## config.mk

```make
export PLATFORM = sky130hd
export DESIGN_NAME = dhfk_ctrl
export DESIGN_NICKNAME = d
export VERILOG_FILES = /design/src/hdl/dhfk_pkg.sv /design/src/hdl/dhfk_ctrl.sv
export SDC_FILE = /design/constraint.sdc
export NUM_CORES = 1
export LEC_CHECK = 0
export BUFFER_PORTS_ARGS = -buffer_cell sky130_fd_sc_hd__buf_2
export CORE_AREA = 2 2 44 46
export DETAILED_ROUTE_END_ITERATION = 10
export DIE_AREA = 0 0 46 48
export GPL_TIMING_DRIVEN = 1
export MAX_ROUTING_LAYER = met4
export PLACE_DENSITY_LB_ADDON = 0.08
export SYNTH_ARGS = -nofsm -noshare
export SYNTH_HDL_FRONTEND = slang
export SYNTH_SLANG_ARGS = --single-unit
```

## constraint.sdc

```tcl
create_clock -name clk -period 1.8 [get_ports clk]
set_clock_uncertainty 0.05 [all_clocks]
set_input_delay 0.18 -clock clk [delete_from_list [all_inputs] [get_ports clk]]
set_output_delay 0.18 -clock clk [all_outputs]
set_load 0.005 [all_outputs]
```

## src/hdl/dhfk_pkg.sv

```systemverilog
package dhfk_pkg;

    localparam int MAX_JOINTS = 8;
    localparam int CORDIC_N   = 30;

    // coefficient, angle-accumulator, product, sum and rounded widths
    localparam int CW = 34;
    localparam int ZW = 36;
    localparam int PW = 2 * CW;
    localparam int SW = 70;
    localparam int RW = SW - 30;

    localparam logic signed [ZW-1:0] PI_Q30     = 36'sd3373259426;
    localparam logic signed [ZW-1:0] HALFPI_Q30 = 36'sd1686629713;
    localparam logic signed [CW-1:0] CORDIC_K   = 34'sh026DD3B6A;
    localparam logic signed [31:0]   ONE_Q30    = 32'sh40000000;

    localparam logic CMD_GEOMETRY = 1'b0;
    localparam logic CMD_ANGLE    = 1'b1;

    localparam logic [3:0] STEP_BUILD0 = 4'd0;
    localparam logic [3:0] STEP_BUILD1 = 4'd1;
    localparam logic [3:0] STEP_BUBBLE = 4'd2;
    localparam logic [3:0] STEP_ELEM0  = 4'd3;
    localparam logic [3:0] STEP_LAST   = 4'd15;

    typedef struct packed {
        logic       start;
        logic       geo_write;
        logic       cordic_step;
        logic [4:0] iter;
        logic       mul_issue;
        logic [3:0] step;
        logic       commit;
        logic       load_out;
    } dhfk_cmd_t;

    function automatic logic signed [ZW-1:0] atan_q30(input logic [4:0] i);
        logic signed [ZW-1:0] v;
        case (i)
            5'd0:    v = 36'sh03243F6A8;
            5'd1:    v = 36'sh01DAC6705;
            5'd2:    v = 36'sh00FADBAFC;
            5'd3:    v = 36'sh007F56EA6;
            5'd4:    v = 36'sh003FEAB76;
            5'd5:    v = 36'sh001FFD55B;
            5'd6:    v = 36'sh000FFFAAA;
            5'd7:    v = 36'sh0007FFF55;
            5'd8:    v = 36'sh0003FFFEA;
            5'd9:    v = 36'sh0001FFFFD;
            5'd10:   v = 36'sh0000FFFFF;
            5'd11:   v = 36'sh00007FFFF;
            5'd12:   v = 36'sh00003FFFF;
            5'd13:   v = 36'sh00001FFFF;
            5'd14:   v = 36'sh00000FFFF;
            5'd15:   v = 36'sh000007FFF;
            5'd16:   v = 36'sh000003FFF;
            5'd17:   v = 36'sh000001FFF;
            5'd18:   v = 36'sh000000FFF;
            5'd19:   v = 36'sh0000007FF;
            5'd20:   v = 36'sh0000003FF;
            5'd21:   v = 36'sh0000001FF;
            5'd22:   v = 36'sh0000000FF;
            5'd23:   v = 36'sh00000007F;
            5'd24:   v = 36'sh00000003F;
            5'd25:   v = 36'sh00000001F;
            5'd26:   v = 36'sh00000000F;
            5'd27:   v = 36'sh000000008;
            5'd28:   v = 36'sh000000004;
            5'd29:   v = 36'sh000000002;
            default: v = '0;
        endcase
        return v;
    endfunction

    // round a Q30-scaled product back: add half, floor shift by 30
    function automatic logic signed [RW-1:0] rnd30(input logic signed [SW-1:0] p);
        logic signed [SW-1:0] t;
        t = p + 70'sd536870912;
        return RW'(t >>> 30);
    endfunction

    function automatic logic signed [31:0] sat32(input logic signed [SW-1:0] v);
        logic signed [31:0] r;
        if (v > 70'sd2147483647)
            r = 32'sh7FFFFFFF;
        else if (v < -70'sd2147483648)
            r = 32'sh80000000;
        else
            r = 32'(v);
        return r;
    endfunction

    function automatic logic signed [47:0] sat48(input logic signed [SW-1:0] v);
        logic signed [47:0] r;
        if (v > 70'sd140737488355327)
            r = 48'sh7FFFFFFFFFFF;
        else if (v < -70'sd140737488355328)
            r = 48'sh800000000000;
        else
            r = 48'(v);
        return r;
    endfunction

endpackage

```

## src/hdl/dhfk_ctrl.sv

```systemverilog
module dhfk_ctrl
    import dhfk_pkg::*;
(
    input  logic       clk,
    input  logic       rst_n,
    input  logic       s_valid,
    input  logic       command,
    input  logic [2:0] joint_index,
    input  logic       last_joint,
    input  logic       out_ready,
    output logic       s_ready,
    output logic       out_valid,
    output dhfk_cmd_t  cmd
);

    typedef enum logic [2:0] {
        ST_IDLE,
        ST_CORDIC,
        ST_MUL,
        ST_COMMIT,
        ST_EMIT
    } state_t;

    state_t     state_reg, state_next;
    logic [4:0] iter_reg, iter_next;
    logic [3:0] step_reg, step_next;
    logic       last_reg, last_next;
    logic       out_valid_reg, out_valid_next;
    logic       accept, index_ok, slot_free;

    assign s_ready   = (state_reg == ST_IDLE);
    assign accept    = s_valid && s_ready;
    assign index_ok  = int'(joint_index) < MAX_JOINTS;
    assign slot_free = !out_valid_reg || out_ready;

    always_comb
    begin
        cmd.start       = accept && index_ok && (command == CMD_ANGLE);
        cmd.geo_write   = accept && index_ok && (command == CMD_GEOMETRY);
        cmd.cordic_step = (state_reg == ST_CORDIC);
        cmd.iter        = iter_reg;
        cmd.mul_issue   = (state_reg == ST_MUL);
        cmd.step        = step_reg;
        cmd.commit      = (state_reg == ST_COMMIT);
        cmd.load_out    = (state_reg == ST_EMIT) && slot_free;
    end

    always_comb
    begin
        state_next     = state_reg;
        iter_next      = iter_reg;
        step_next      = step_reg;
        last_next      = last_reg;
        out_valid_next = out_valid_reg && !out_ready;
        unique case (state_reg)
            ST_IDLE:
            begin
                if (cmd.start)
                begin
                    state_next = ST_CORDIC;
                    iter_next  = '0;
                    last_next  = last_joint;
                end
            end
            ST_CORDIC:
            begin
                iter_next = iter_reg + 5'd1;
                if (iter_reg == 5'(CORDIC_N - 1))
                begin
                    state_next = ST_MUL;
                    step_next  = STEP_BUILD0;
                end
            end
            ST_MUL:
            begin
                step_next = step_reg + 4'd1;
                if (step_reg == STEP_LAST)
                    state_next = ST_COMMIT;
            end
            ST_COMMIT:
            begin
                state_next = last_reg ? ST_EMIT : ST_IDLE;
            end
            ST_EMIT:
            begin
                if (slot_free)
                begin
                    out_valid_next = 1'b1;
                    state_next     = ST_IDLE;
                end
            end
            default:
            begin
                state_next = ST_IDLE;
            end
        endcase
    end

    always_ff @(posedge clk or negedge rst_n)
    begin
        if (!rst_n)
        begin
            state_reg     <= ST_IDLE;
            iter_reg      <= '0;
            step_reg      <= '0;
            last_reg      <= 1'b0;
            out_valid_reg <= 1'b0;
        end
        else
        begin
            state_reg     <= state_next;
            iter_reg      <= iter_next;
            step_reg      <= step_next;
            last_reg      <= last_next;
            out_valid_reg <= out_valid_next;
        end
    end

    assign out_valid = out_valid_reg;

`ifndef SYNTH
    a_start_runs: assert property (@(posedge clk) disable iff (!rst_n)
        cmd.start |=> cmd.cordic_step)
        else $error("angle beat did not start the rotation sequence");
    a_load_shows: assert property (@(posedge clk) disable iff (!rst_n)
        cmd.load_out |=> out_valid)
        else $error("loaded result not presented");
    a_commit_after_mul: assert property (@(posedge clk) disable iff (!rst_n)
        cmd.commit |-> $past(cmd.mul_issue) && ($past(cmd.step) == STEP_LAST))
        else $error("commit without a full multiply pass");
    a_busy_no_take: assert property (@(posedge clk) disable iff (!rst_n)
        !s_ready |-> !(cmd.start || cmd.geo_write))
        else $error("beat taken while busy");
`endif

endmodule

```

==> impl_metrics.ini <==
[run_status]
outcome = finished clean

[power]
switching_share_pct = 36.68
intPower_mw = 0.8013
p_per_area_nw_per_um2 = 1322
seqPwrFrac_pct = 43.1
p_comb_share_pct = 39.0
p_clk_share_pct = 18.0
p_switching_mw = 0.4642
vdd_drop_max_mv = 0.7139
leakage_nw = 0.5017

[timing]
slew_headroom_pct = 78.17
finalCritPeriodShare_pct = 97.58
finalHoldViolCount = 0
whs_ns = 0.08460
final_max_slew_viol_count = 0
max_freq_mhz = 569.3
final.min_clock_period_ns = 1.756
setup_viol = 0
rsz0062_at_grt = yes
fin_tns_setup_ns = 0
worstMarginPinSlew_ns = 0.3274

[routing]
via_count = 663
drcViolationCount = 0
viasPerCell = 5.571
wl_mm = 1.607
drtAntennaViolNets = 0
wl_per_cell_um = 13.50
drtIter0Drc = 12
dr.pass1.iters = 4

[clock_network]
insertion_delay_ns = 0.27
clk_pin_slew_ns = 0.09
cts_tree = done
postCtsSetupBuffers = 0
cts_max_level = 1
cts_sinks = 14
cts_buffers = 3
cts.root.buffer_cell = clkbuf_4
clockBufferDepth = 2

[grt]
grt_start_max_net_pins = 15
grt_antenna_before_repair = 0
grt_pass1_wl_mm = 2.725
grt_pass1_vias = 606
grt.overflow.total = 0
grtUsageTotal_pct = 17.93

[synth]
yosysUniqueCellTypes = 34
syn_inst = 77
synth_seq_cells = 14
synth_edf_count = 0
synth.avg_cell_area_um2 = 10.12
synth_async_sr_flop_share_pct = 100.0
netlist_area_um2 = 779.5
ys_warn_count = 0
ys.flop_type = dfrtp_1
syn_nets = 89
ys_seq_area_share_pct = 44.94

[final_layout]
nNetsFinal = 115
antenna_cells = 0
areaGrowthSynthToFinish_pct = 22.79
seqCellArea_um2 = 352.8
drive_gt1_share_pct = 38.24
post-route-util_pct = 56.67
fillers = 158
largest_register_ffs = 5
multi_input_area_um2 = 392.9
final_common_cell = buf_2
fin_area_um2 = 957.2
layout_common_cells = buf_2 (22), dfrtp_1 (12), nand2_1 (6)

[worst_hold_path]
holdPathStages = 2
holdCritPathClass = input pin to register
min_from = last_joint

[worst_setup_path]
critPathRequiredTime_ns = 1.57
path_cells = or3_4 -> nor3b_1 -> buf_2
max_stage_delay_ns = 0.47
arrival_ns = 1.53
crit_fanout = 10
cp-end-kind = output port
worstSetupStartpointType = register
reg2regPathDepth = 3
startpoint = state_reg[0]
r2r-start = state_reg[0]
critical_path_class = register to output port
cp_slowest_cell = dfrtp_2

[floorplan]
dieArea_um2 = 2208
core_um2 = 1689
start_util_pct = 46.15
rows = 15
die_h_um = 48
ios = 26
fp.dieW_um = 46

[placed_design]
io_buffers = 22
dp_hpwl_mm = 1.195
gp_congestion = 0.7316
place_area_um2 = 900.9

[flow_run]
maxCapViolations = 0
-- power groups by stage --
stage          logic, mW  registers, mW  clock network [mW]
2_1_floorplan      0.347          0.514                   0
3_3_place_gp       0.481          0.542                   0
6_report           0.493          0.545               0.227
4_1_cts            0.492          0.541               0.232
5_1_grt            0.568          0.572               0.252
3_5_place_dp       0.488          0.547                   0
-- final timing paths --
path / to / slack (ns)
setup / recovery: cmd[13] / 0.04
hold / removal: last_reg / 0.08
setup reg to reg: last_reg / 0.26
hold reg to reg: state_reg[2] / 0.47
max in group asynchronous: state_reg[0] / 1.16
min in group asynchronous: state_reg[2] / 0.27
-- stage by stage --
step	total power [mW]	std cells	worst slack [ns]
2_1_floorplan	0.8606	77	0.2789
3_3_place_gp	1.023	114	0.2509
3_5_place_dp	1.035	114	0.2501
4_1_cts	1.265	119	0.01189
5_1_grt	1.391	119	-0.01312
6_report	1.265	119	0.04357
-- critical path: cells and delay by family (launching register included) --
family	cells	cell delay [ns]
buffers and inverters	1	0.14
and+or+nand+nor	2	0.64
DFF	1	0.47
-- repair_timing --
item                                    4_1_cts  5_1_grt
endpoints found under the setup margin        0        4
hold buffers                                  1        0
resized for setup                             0        4
hold endpoints to repair                     14        0
-- metal layers --
layer	GRT usage, %	wire, um	vias to the layer above
met4	5.714	0	0
met1	25.29	813	312
met5	-	0	-
met2	25.83	694	21
met3	3.396	100	0
li1	-	-	330
-- cell families after synthesis --
logic type,share of synthesized area [%]
simple gates,24.88
xor+xnor,2.248
compound gates,14.29
fa+ha+maj,4.816
mux,3.210
flops,44.94
buf+inv,5.618
-- synthesized netlist by cell type (2+ instances only) --
library cell	count	area [um^2]
ha_1	3	37.54
o22ai_1	4	25.02
nand3_1	2	10.01
nand2_1	6	22.52
buf_2	2	10.01
a21oi_1	4	20.02
dfrtp_1	14	350.3
nor3b_1	2	15.01
nor2_1	4	15.01
nand2b_1	4	25.02
o21ai_0	3	15.01
nand4_1	2	12.51
inv_1	5	18.77
nand3b_1	2	15.01
-- final cells by class --
class                           instances  area share [%]
Inverter                                5           1.961
Clock buffer                            4           3.791
Timing Repair Buffer                   25           14.12
Sequential cell                        14           36.86
Multi-Input combinational cell         54           41.05
Tap cell                               17           2.222
Power figures use the tool's default switching activity.
